**src/design/ppmr_pkg.sv**
```systemverilog
`default_nettype none
// ----------------------------------------------------------------------------
// ppmr_pkg
// Shared types and constants for the P6 raster sample rescaler.
// ----------------------------------------------------------------------------
package ppmr_pkg;

    localparam int CountBits = 24;
    localparam int DivSteps  = 8;

    localparam logic [7:0] FullScale = 8'hFF;

    localparam logic [1:0] ChRed   = 2'd0;
    localparam logic [1:0] ChGreen = 2'd1;
    localparam logic [1:0] ChBlue  = 2'd2;

    localparam logic CfgMaxValue   = 1'b0;
    localparam logic CfgPixelCount = 1'b1;

    typedef struct packed {
        logic [15:0] rem;
        logic [7:0]  low;
        logic [7:0]  quo;
        logic [15:0] divisor;
        logic        bypass;
        logic [7:0]  bypass_sample;
        logic [1:0]  channel;
        logic        last;
        logic        over;
    } t_item;

endpackage : ppmr_pkg
`default_nettype wire

```
**src/design/ppm_sample_rescale_to_8bit.sv**
```systemverilog
`default_nettype none
// ----------------------------------------------------------------------------
// ppm_sample_rescale_to_8bit
// P6 raster bytes to 8-bit RGB samples, rescaled by (v*255 + max/2)/max.
// ----------------------------------------------------------------------------
//  channel  direction  handshake          payload
//  in       sink       i_valid / o_stall  i_data_byte
//  out      source     o_valid / i_stall  o_sample, o_channel, o_image_last,
//                                         o_over_range
//  cfg      sink       i_cfg_wr_en        i_cfg_index, i_cfg_wr_data
//
//  One byte transfer per cycle while o_stall is low; a sample's result passes
//  through the front stage, eight divider cells and the output register
//  before o_valid rises.
//  The eight-cell divider chain holds one item in each cell.
//  Stages collapse bubbles, so o_stall rises only when every stage is full.
//  Synchronous active-low reset clears counters, byte phase and all valids.
// ----------------------------------------------------------------------------
module ppm_sample_rescale_to_8bit (
    input  wire logic        i_clk,
    input  wire logic        i_rst_n,
    input  wire logic        i_valid,
    output logic             o_stall,
    input  wire logic [7:0]  i_data_byte,
    output logic             o_valid,
    input  wire logic        i_stall,
    output logic [7:0]       o_sample,
    output logic [1:0]       o_channel,
    output logic             o_image_last,
    output logic             o_over_range,
    input  wire logic        i_cfg_wr_en,
    input  wire logic        i_cfg_index,
    input  wire logic [23:0] i_cfg_wr_data
);

    logic [15:0]                    r_max_value;
    logic [ppmr_pkg::CountBits-1:0] r_pixel_count;

    logic                           r_out_valid;
    logic [7:0]                     r_sample;
    logic [1:0]                     r_channel;
    logic                           r_last;
    logic                           r_over;

    logic                           front_ready;
    logic                           out_ready;
    logic            cell_valid [0:ppmr_pkg::DivSteps];
    logic            cell_ready [0:ppmr_pkg::DivSteps];
    ppmr_pkg::t_item cell_item  [0:ppmr_pkg::DivSteps];

    always_ff @(posedge i_clk) begin
        if (!i_rst_n) begin
            r_max_value   <= 16'd255;
            r_pixel_count <= {{(ppmr_pkg::CountBits-1){1'b0}}, 1'b1};
        end else if (i_cfg_wr_en) begin
            case (i_cfg_index)
                ppmr_pkg::CfgMaxValue:   r_max_value   <= i_cfg_wr_data[15:0];
                ppmr_pkg::CfgPixelCount: r_pixel_count <= i_cfg_wr_data[23:0];
                default: ;
            endcase
        end
    end

    ppmr_front u_front (
        .i_clk         (i_clk),
        .i_rst_n       (i_rst_n),
        .i_valid       (i_valid),
        .i_data_byte   (i_data_byte),
        .i_max_value   (r_max_value),
        .i_pixel_count (r_pixel_count),
        .i_ready       (cell_ready[0]),
        .o_ready       (front_ready),
        .o_valid       (cell_valid[0]),
        .o_item        (cell_item[0])
    );

    for (genvar k = 0; k < ppmr_pkg::DivSteps; k++) begin : g_cell
        ppmr_div_cell u_cell (
            .i_clk   (i_clk),
            .i_rst_n (i_rst_n),
            .i_valid (cell_valid[k]),
            .i_item  (cell_item[k]),
            .i_ready (cell_ready[k+1]),
            .o_ready (cell_ready[k]),
            .o_valid (cell_valid[k+1]),
            .o_item  (cell_item[k+1])
        );
    end

    assign out_ready                       = !r_out_valid || !i_stall;
    assign cell_ready[ppmr_pkg::DivSteps]  = out_ready;

    always_ff @(posedge i_clk) begin
        if (!i_rst_n) begin
            r_out_valid <= 1'b0;
        end else if (out_ready) begin
            r_out_valid <= cell_valid[ppmr_pkg::DivSteps];
        end
    end

    always_ff @(posedge i_clk) begin
        if (out_ready) begin
            r_sample  <= cell_item[ppmr_pkg::DivSteps].bypass
                       ? cell_item[ppmr_pkg::DivSteps].bypass_sample
                       : cell_item[ppmr_pkg::DivSteps].quo;
            r_channel <= cell_item[ppmr_pkg::DivSteps].channel;
            r_last    <= cell_item[ppmr_pkg::DivSteps].last;
            r_over    <= cell_item[ppmr_pkg::DivSteps].over;
        end
    end

    assign o_stall      = !front_ready;
    assign o_valid      = r_out_valid;
    assign o_sample     = r_sample;
    assign o_channel    = r_channel;
    assign o_image_last = r_last;
    assign o_over_range = r_over;

`ifndef NO_ASSERTIONS
    a_over_full: assert property (@(posedge i_clk) disable iff (!i_rst_n)
        o_valid && o_over_range |-> o_sample == ppmr_pkg::FullScale)
        else $error("saturated sample not full scale");

    a_last_blue: assert property (@(posedge i_clk) disable iff (!i_rst_n)
        o_valid && o_image_last |-> o_channel == ppmr_pkg::ChBlue)
        else $error("image end flagged off the blue sample");

    a_stall_full: assert property (@(posedge i_clk) disable iff (!i_rst_n)
        o_stall |-> o_valid && i_stall)
        else $error("input stalled while output free");

    a_chan_range: assert property (@(posedge i_clk) disable iff (!i_rst_n)
        o_valid |-> o_channel != 2'd3)
        else $error("channel tag out of range");
`endif

endmodule : ppm_sample_rescale_to_8bit
`default_nettype wire

```
**src/design/ppmr_front.sv**
```systemverilog
`default_nettype none
// ----------------------------------------------------------------------------
// ppmr_front
// Byte assembly, colour and pixel counting, numerator build for the divider.
// ----------------------------------------------------------------------------
module ppmr_front (
    input  wire logic                            i_clk,
    input  wire logic                            i_rst_n,
    input  wire logic                            i_valid,
    input  wire logic [7:0]                      i_data_byte,
    input  wire logic [15:0]                     i_max_value,
    input  wire logic [ppmr_pkg::CountBits-1:0]  i_pixel_count,
    input  wire logic                            i_ready,
    output logic                                 o_ready,
    output logic                                 o_valid,
    output ppmr_pkg::t_item                      o_item
);

    logic                           r_phase;
    logic [7:0]                     r_held;
    logic [1:0]                     r_colour;
    logic [ppmr_pkg::CountBits-1:0] r_pixel;
    logic                           r_valid;
    ppmr_pkg::t_item                r_item;

    logic                           n_phase;
    logic [7:0]                     n_held;
    logic [1:0]                     n_colour;
    logic [ppmr_pkg::CountBits-1:0] n_pixel;
    ppmr_pkg::t_item                n_item;

    logic                           accept;
    logic                           two_byte;
    logic                           has_result;
    logic [15:0]                    v;
    logic [15:0]                    eff_max;
    logic                           over;
    logic [23:0]                    v24;
    logic [23:0]                    num;
    logic [ppmr_pkg::CountBits-1:0] last_index;
    logic                           is_last;

    assign o_ready = !r_valid || i_ready;
    assign accept  = i_valid && o_ready;

    always_comb begin
        two_byte   = (i_max_value[15:8] != 8'd0);
        v          = two_byte ? {r_held, i_data_byte} : {8'd0, i_data_byte};
        has_result = !two_byte || r_phase;
        eff_max    = (i_max_value == 16'd0) ? 16'd1 : i_max_value;
        over       = (v > eff_max);
        v24        = {8'd0, v};
        num        = (v24 << 8) - v24 + {9'd0, eff_max[15:1]};
        last_index = i_pixel_count - {{(ppmr_pkg::CountBits-1){1'b0}}, 1'b1};
        is_last    = (r_colour == ppmr_pkg::ChBlue) && (r_pixel >= last_index);

        n_item.rem           = num[23:8];
        n_item.low           = num[7:0];
        n_item.quo           = 8'd0;
        n_item.divisor       = eff_max;
        n_item.bypass        = over || (eff_max == {8'd0, ppmr_pkg::FullScale});
        n_item.bypass_sample = over ? ppmr_pkg::FullScale : v[7:0];
        n_item.channel       = r_colour;
        n_item.last          = is_last;
        n_item.over          = over;
    end

    always_comb begin
        n_phase  = r_phase;
        n_held   = r_held;
        n_colour = r_colour;
        n_pixel  = r_pixel;
        if (accept) begin
            if (!two_byte) begin
                n_phase = 1'b0;
            end else if (!r_phase) begin
                n_phase = 1'b1;
                n_held  = i_data_byte;
            end else begin
                n_phase = 1'b0;
            end
            if (has_result) begin
                if (r_colour == ppmr_pkg::ChBlue) begin
                    n_colour = ppmr_pkg::ChRed;
                    n_pixel  = is_last ? '0
                             : r_pixel + {{(ppmr_pkg::CountBits-1){1'b0}}, 1'b1};
                end else begin
                    n_colour = r_colour + 2'd1;
                end
            end
        end
    end

    always_ff @(posedge i_clk) begin
        if (!i_rst_n) begin
            r_phase  <= 1'b0;
            r_held   <= 8'd0;
            r_colour <= ppmr_pkg::ChRed;
            r_pixel  <= '0;
            r_valid  <= 1'b0;
        end else begin
            r_phase  <= n_phase;
            r_held   <= n_held;
            r_colour <= n_colour;
            r_pixel  <= n_pixel;
            if (o_ready) begin
                r_valid <= accept && has_result;
            end
        end
    end

    always_ff @(posedge i_clk) begin
        if (o_ready) begin
            r_item <= n_item;
        end
    end

    assign o_valid = r_valid;
    assign o_item  = r_item;

endmodule : ppmr_front
`default_nettype wire

```
**src/design/ppmr_div_cell.sv**
```systemverilog
`default_nettype none
// ----------------------------------------------------------------------------
// ppmr_div_cell
// One restoring division step: shifts in a numerator bit, yields a quotient bit.
// ----------------------------------------------------------------------------
module ppmr_div_cell (
    input  wire logic             i_clk,
    input  wire logic             i_rst_n,
    input  wire logic             i_valid,
    input  ppmr_pkg::t_item       i_item,
    input  wire logic             i_ready,
    output logic                  o_ready,
    output logic                  o_valid,
    output ppmr_pkg::t_item       o_item
);

    logic            r_valid;
    ppmr_pkg::t_item r_item;
    ppmr_pkg::t_item n_item;

    logic [16:0] trial;
    logic [16:0] diff;
    logic        ge;

    assign o_ready = !r_valid || i_ready;

    always_comb begin
        trial  = {i_item.rem, i_item.low[7]};
        diff   = trial - {1'b0, i_item.divisor};
        ge     = (trial >= {1'b0, i_item.divisor});
        n_item = i_item;
        n_item.rem = ge ? diff[15:0] : trial[15:0];
        n_item.low = {i_item.low[6:0], 1'b0};
        n_item.quo = {i_item.quo[6:0], ge};
    end

    always_ff @(posedge i_clk) begin
        if (!i_rst_n) begin
            r_valid <= 1'b0;
        end else if (o_ready) begin
            r_valid <= i_valid;
        end
    end

    always_ff @(posedge i_clk) begin
        if (o_ready) begin
            r_item <= n_item;
        end
    end

    assign o_valid = r_valid;
    assign o_item  = r_item;

endmodule : ppmr_div_cell
`default_nettype wire

```
**config.mk**
```make
export PLATFORM = sky130hd
export DESIGN_NAME = ppm_sample_rescale_to_8bit
export DESIGN_NICKNAME = d
export VERILOG_FILES = /design/src/design/ppmr_pkg.sv /design/src/design/ppm_sample_rescale_to_8bit.sv /design/src/design/ppmr_front.sv /design/src/design/ppmr_div_cell.sv
export SDC_FILE = /design/constraint.sdc
export NUM_CORES = 1
export LEC_CHECK = 0
export CAP_MARGIN = 20
export CORE_MARGIN = 1
export CORE_UTILIZATION = 29
export CTS_BUF_LIST = sky130_fd_sc_hd__clkbuf_4
export DETAILED_ROUTE_END_ITERATION = 12
export DONT_BUFFER_PORTS = 1
export PLACE_DENSITY = 0.51
export SLEW_MARGIN = 20
export SYNTH_ARGS = -nofsm -noshare
export SYNTH_HDL_FRONTEND = slang
export SYNTH_HIERARCHICAL = 1
export SYNTH_SLANG_ARGS = --single-unit
```
**constraint.sdc**
```tcl
create_clock -name i_clk -period 69.9 [get_ports i_clk]
set_clock_uncertainty 0.2 [all_clocks]
set_input_delay 17.475 -clock i_clk [delete_from_list [all_inputs] [get_ports i_clk]]
set_output_delay 17.475 -clock i_clk [all_outputs]
set_load 0.02 [all_outputs]
```
==> results of run 1 <==
-- flip-flops by register name (all words and copies together), names as in the netlist, 2 cells and up --
name                   flops
r_pixel_count             24
u_front/r_colour           2
u_front/r_held             8
u_front/r_pixel           24
g_cell.u_cell/o_item     392
r_max_value               16
u_front/o_item            53
g_cell.u_cell/o_valid      8
o_channel                  2
o_sample                   8
-- per-layer routing --
| layer | share of wire [%] | wire [um] | track usage [%] | vias to the layer above |
|---|---|---|---|---|
| li1 | - | - | - | 9307 |
| met1 | 43 | 27400 | 14.6 | 9032 |
| met2 | 49 | 31400 | 21.7 | 521 |
| met3 | 4.6 | 2950 | 2.97 | 163 |
| met4 | 3.6 | 2320 | 6.58 | 0 |
| met5 | 0 | 0 | 0 | - |
-- power groups by stage --
| stage | Sequential, W | Combinational, W | Clock, W |
|---|---|---|---|
| after floorplan | 0.000489 | 0.000404 | 0 |
| after global placement | 0.000511 | 0.000474 | 0 |
| after detailed placement | 0.000513 | 0.000482 | 0 |
| after CTS | 0.000506 | 0.000485 | 0.000303 |
| after global routing | 0.000513 | 0.000538 | 0.000320 |
| final | 0.000504 | 0.000488 | 0.000288 |
-- placed cells by master (no fill, tap or decap), drive strengths merged, types with 13 or more instances in the layout --
cell type,instances
inv,247
a21boi,32
xor2,48
a211o,23
nor2b,31
ha,201
a31oi,16
nor4,14
a21o,48
a31o,13
nor3,44
a21oi,74
and2,24
clkbuf,205
nand2b,25
o31ai,33
clkinv,36
o21a,37
nand3,60
and3,24
dfxtp,85
nor2,131
edfxtp,457
nand2,141
mux2,71
o21ai,127
xnor2,70
o211ai,36
nand4,48
a211oi,31
mux2i,40
fa,15
-- worst max-delay path by stage --
stage | slack (ps) | from | to | depth (start not counted)
after floorplan | 21530 | i_stall | o_stall | 11
after global placement | 28420 | i_stall | o_stall | 17
after detailed placement | 28140 | i_stall | o_stall | 17
after CTS | 28150 | i_stall | o_stall | 17
after global routing | 27700 | i_stall | o_stall | 17
final | 28480 | i_stall | o_stall | 17
-- stage by stage --
stage	cell area [sq um]	std cells
after floorplan	29200	2455
after global placement	30400	3676
after detailed placement	30400	3676
after CTS	32300	3929
after global routing	32300	3930
final	32300	3930
-- layout make-up --
| type | instances | area, sq um |
|---|---|---|
| antenna | 1 | 2.50 |
| clock buffer | 205 | 1540 |
| clock inverter | 48 | 377 |
| fill | 9877 | 66700 |
| inverter | 246 | 941 |
| multi-input combinational | 1589 | 12300 |
| sequential | 542 | 15400 |
| tap | 1287 | 1610 |
| timing repair buffer | 12 | 90.1 |
==> results by group, run 1 <==
Outcome
  • Status: complete, no violations

Timing
  • Slew Viols, Final: 0
  • Final min period: around 41000 ps
  • Final setup margin: between 20000 and 30000 ps
  • Fmax: ~24 MHz
  • Slew margin rel.: 28.6%
  • Final setup vio count: 0
  • Slew @ Worst Pin: between 1000 and 1500 ps
  • Worst hold slack: between 200 and 250 ps
  • Final period util: between 50% and 60%
  • RSZ-0062 raised after global routing: false
  • Hold Fails Final Rpt: 0
  • Fin Setup TNS: 0 ps

CTS
  • Clock buffer count from CTS: 140
  • Post-CTS sizing: 0
  • Clock latency on the worst-skew pair: about 950 ps
  • CTS tree: built
  • Longest Clk Path Bufs: 3
  • Clock-pin slew on the worst setup and hold paths: around 60 ps
  • H-tree depth: 4
  • Root Driver: clkbuf_4
  • # hold bufs at CTS: 0
  • CTS Sinks: roughly 540
  • Postcts setup bufs: 0

Worst setup path
  • Top cell by count, worst path: nand2b_2
  • R2r endpoint: u_front/r_pixel[13]
  • Flop2flop setup slack: roughly 60000 ps
  • Cell family with the largest share of critical-path delay: buffers and inverters
  • Critical path class: input port to primary output
  • Max stage delay on crit path: around 830 ps
  • Worst Reg-to-Reg Cells: 21
  • CP Buf/Inv Count: 7
  • Crit path capture type: primary output
  • Crit path required time: about 52000 ps
  • Slowest cell on crit path: nand2b_1
  • FF-to-FF Start: o_valid
  • Crit path launch type: input port
  • Critical Path Fanout Max: 56
  • Crit path DAT: approximately 24000 ps
  • Crit-path cells: nand2_1 -> nand2b_1 -> nand2b_2 -> nand2b_2 -> nand2b_2 -> buf_4 -> nand2b_2 -> buf_4 -> nand2b_2 -> buf_4 -> nand2b_2 -> buf_4 -> nand2b_2 -> buf_4 -> nand2b_2 -> buf_4 -> inv_1

Min path
  • Hold path startpoint: g_cell[6].u_cell/o_item[34]
  • Hold Crit Class: register to register
  • Hold Crit Depth: 0
  • Worst Hold End: g_cell[7].u_cell/o_item[35]

Layout
  • Final #Nets: ~2800
  • Core Util, Final: about a third
  • Area Growth Syn to Fin: 10.7%
  • Layout cell share with drive strength beyond 1: 14.3%

Die
  • Die Height: about 320 um
  • Core Box Area: ~99000 sq um
  • Die X: 319 um
  • Initial Util: between 20% and 30%
  • IO Count: 52
  • Row count: about 120
  • Die area: ~100000 sq um

Power and ir drop
  • Leakage: ~13 nW
  • Final Power: between 0.001 and 0.0015 W
  • Pint: roughly 0.00084 W
  • Seq pwr share: about 39%
  • Worst vdd ir: 17.6 uV
  • Clock network power share: roughly 23%
  • Combinational share of power: a little under two fifths
  • Switching power: 0.000439 W
  • Switching Share: 34.3%
  • P per Cell Area: 39.7 nW/um^2

Yosys
  • Syn avg cell area: approximately 12 sq um
  • Cell count after synthesis: about 2500
  • Warnings from Yosys: 6
  • Synthesized Nets: between 2000 and 3000
  • Area of the mapped netlist: 29200 sq um

Place
  • Worst slack, placed: around 28000 ps
  • PortBufs: 0
  • GP Congestion: 0.889
  • Dpl hpwl: between 40000 and 50000 um

Routing
  • Drt total wl: between 60000 and 70000 um
  • Starting DRT DRC Count: roughly 1100
  • Via count: between 15000 and 20000
  • Via density: between 4 and 5
  • Drt drc: 0
  • WL/cell: 16.3 um
  • Post-route ant nets: 0
  • TritonRoute pass-1 iters: 7

Global routing
  • Grt ovf: 0
  • GRT Total Usage: 12.6%
  • First-pass GRT wire length: a little over 100000 um
  • Largest net degree at the start of global routing: 86
  • Antenna violations before repair: 1
  • Vias in the first global route: around 20000

Flow run
  • Maxcap violations: 0
No activity file was read; power rests on OpenSTA's default activity.
==> run 2, diff against run 1 <==
==> constraint.sdc (replaced) <==
create_clock -name i_clk -period 38.2 [get_ports i_clk]
set_clock_uncertainty 0.2 [all_clocks]
set_input_delay 9.55 -clock i_clk [delete_from_list [all_inputs] [get_ports i_clk]]
set_output_delay 9.55 -clock i_clk [all_outputs]
set_load 0.02 [all_outputs]
==> results by group, run 2 (synthesis gave the netlist of run 1 again) <==
CTS
  • Clock-pin slew on the worst setup and hold paths: ~70 ps
  • Longest Clk Path Bufs: 3
  • Postcts setup bufs: 0
  • Clock buffer count from CTS: roughly 140
  • # hold bufs at CTS: 0
  • Root Driver: clkbuf_4
  • CTS tree: built
  • CTS Sinks: between 500 and 600
  • Clock latency on the worst-skew pair: between 900 and 1000 ps
  • Post-CTS sizing: 0
  • H-tree depth: 4

Worst setup path
  • Crit path required time: 28450 ps
  • Crit-path cells: nand2_1 -> nand2b_1 -> nand2b_2 -> nand2b_2 -> buf_4 -> nand2b_2 -> buf_4 -> nand2b_2 -> buf_4 -> nand2b_2 -> buf_4 -> nand2b_2 -> buf_4 -> nand2b_2 -> buf_4 -> nand2b_2 -> buf_4 -> inv_1
  • Worst Reg-to-Reg Cells: 22
  • Crit path capture type: primary output
  • FF-to-FF Start: o_valid
  • Critical Path Fanout Max: 56
  • R2r endpoint: u_front/r_pixel[3]
  • Top cell by count, worst path: nand2b_2
  • Max stage delay on crit path: 840 ps
  • Critical path class: input port to primary output
  • Slowest cell on crit path: nand2b_1
  • Flop2flop setup slack: between 20000 and 30000 ps
  • Crit path DAT: approximately 17000 ps
  • Crit path launch type: input port

Die
  • Die X: 319 um
  • Core Box Area: just under 100000 sq um
  • Row count: approximately 120
  • IO Count: 52
  • Die Height: roughly 320 um
  • Die area: between 100000 and 150000 sq um
  • Initial Util: a little under 30%

Global routing
  • GRT Total Usage: 12.8%
  • Antenna violations before repair: 2
  • First-pass GRT wire length: approximately 100000 um
  • Vias in the first global route: between 15000 and 20000
  • Largest net degree at the start of global routing: 86
  • Grt ovf: 0

Timing
  • Slew @ Worst Pin: ~1000 ps
  • Hold Fails Final Rpt: 0
  • Fin Setup TNS: 0 ps
  • Worst hold slack: about 190 ps
  • Slew margin rel.: roughly a third
  • Final setup vio count: 0
  • RSZ-0062 raised after global routing: false
  • Final period util: between 60% and 70%
  • Slew Viols, Final: 0
  • Final min period: between 20000 and 30000 ps
  • Fmax: around 38 MHz

Power and ir drop
  • Final Power: ~0.0023 W
  • Switching Share: between 30% and 40%
  • Worst vdd ir: around 31 uV
  • P per Cell Area: about 72 nW/um^2
  • Leakage: between 10 and 15 nW
  • Switching power: about 0.00081 W
  • Pint: between 0.0015 and 0.002 W
  • Clock network power share: a little over a fifth
  • Combinational share of power: between 30% and 40%
  • Seq pwr share: about two fifths

Place
  • Placed cell count: about 3700
  • Dpl hpwl: 49400 um
  • GP Congestion: between 0.8 and 0.9
  • PortBufs: 0

Routing
  • Drt drc: 0
  • TritonRoute pass-1 iters: 8
  • WL/cell: between 15 and 20 um
  • Via count: roughly 19000
  • Drt total wl: around 65000 um
  • Starting DRT DRC Count: ~1000
  • Via density: 4.86
  • Post-route ant nets: 0

Min path
  • Hold Crit Depth: 0
  • Hold path startpoint: g_cell[0].u_cell/o_item[42]
  • Worst Hold End: g_cell[1].u_cell/o_item[43]
  • Hold Crit Class: register to register

Outcome
  • Status: complete, no violations

Layout
  • Final #Nets: between 2000 and 3000
  • Core Util, Final: between 30% and 40%
  • Largest register FFs: slightly below 400
  • Most frequent cells in the layout: edfxtp_1 (457), inv_1 (239), clkbuf_4 (203)
  • Layout cell share with drive strength beyond 1: roughly 14%
  • Area Growth Syn to Fin: 10.4%
  • Post-route non-filler standard cell count: slightly below 4000
  • Commonest non-fill, non-tap cell in the layout: edfxtp_1

Flow run
  • Maxcap violations: 0
## run 2: cell count changes in the layout (fill, tap and decap cells not counted), sizes merged
cell	previous run	this run
clkinv	36	33
clkbuf	205	203
bufinv	6	3
clkinvlp	5	3
diode	1	7
inv	247	249
## run 2: routing by layer
metal	global-route usage, %	share of wire (%)
met5	0	0
met4	6.00	3.2
met3	2.87	4.2
met2	22.5	50
met1	14.7	43
## run 2: per-stage QoR
step	setup slack [ps]	instance area (sq um)
after floorplan	5680	29200
after global placement	11900	30400
after detailed placement	11540	30400
after CTS	11530	32200
after global routing	11010	32200
final	11890	32200
## run 2: worst max path at each step
stage | startpoint | to | slack, ps
6_report | i_stall | o_stall | 11890
5_1_grt | i_stall | o_stall | 11010
4_1_cts | i_stall | o_stall | 11530
3_5_place_dp | i_stall | o_stall | 11540
3_3_place_gp | i_stall | o_stall | 11900
2_1_floorplan | i_stall | o_stall | 5680
## run 2: layout make-up
cell class                      count  area [sq um]
Multi-Input combinational cell   1589         12300
Antenna cell                        7          17.5
Inverter                          246           941
Timing Repair Buffer               12          90.1
Clock inverter                     42           292
Clock buffer                      203          1520
Tap cell                         1287          1610
Fill cell                        9899         66800
Sequential cell                   542         15400
## run 2: critical path, delay by kind of cell
family / cells / cell delay, ps
AND/OR/NAND/NOR: 10 / 3000
buffers and inverters: 8 / 3930
## run 2: power groups by stage
stage | combinational (W) | clock (W) | sequential [W]
6_report | 0.000897 | 0.000509 | 0.000923
5_1_grt | 0.000984 | 0.000565 | 0.000939
4_1_cts | 0.000893 | 0.000533 | 0.000927
3_5_place_dp | 0.000887 | 0 | 0.000939
3_3_place_gp | 0.000873 | 0 | 0.000935
2_1_floorplan | 0.000739 | 0 | 0.000894
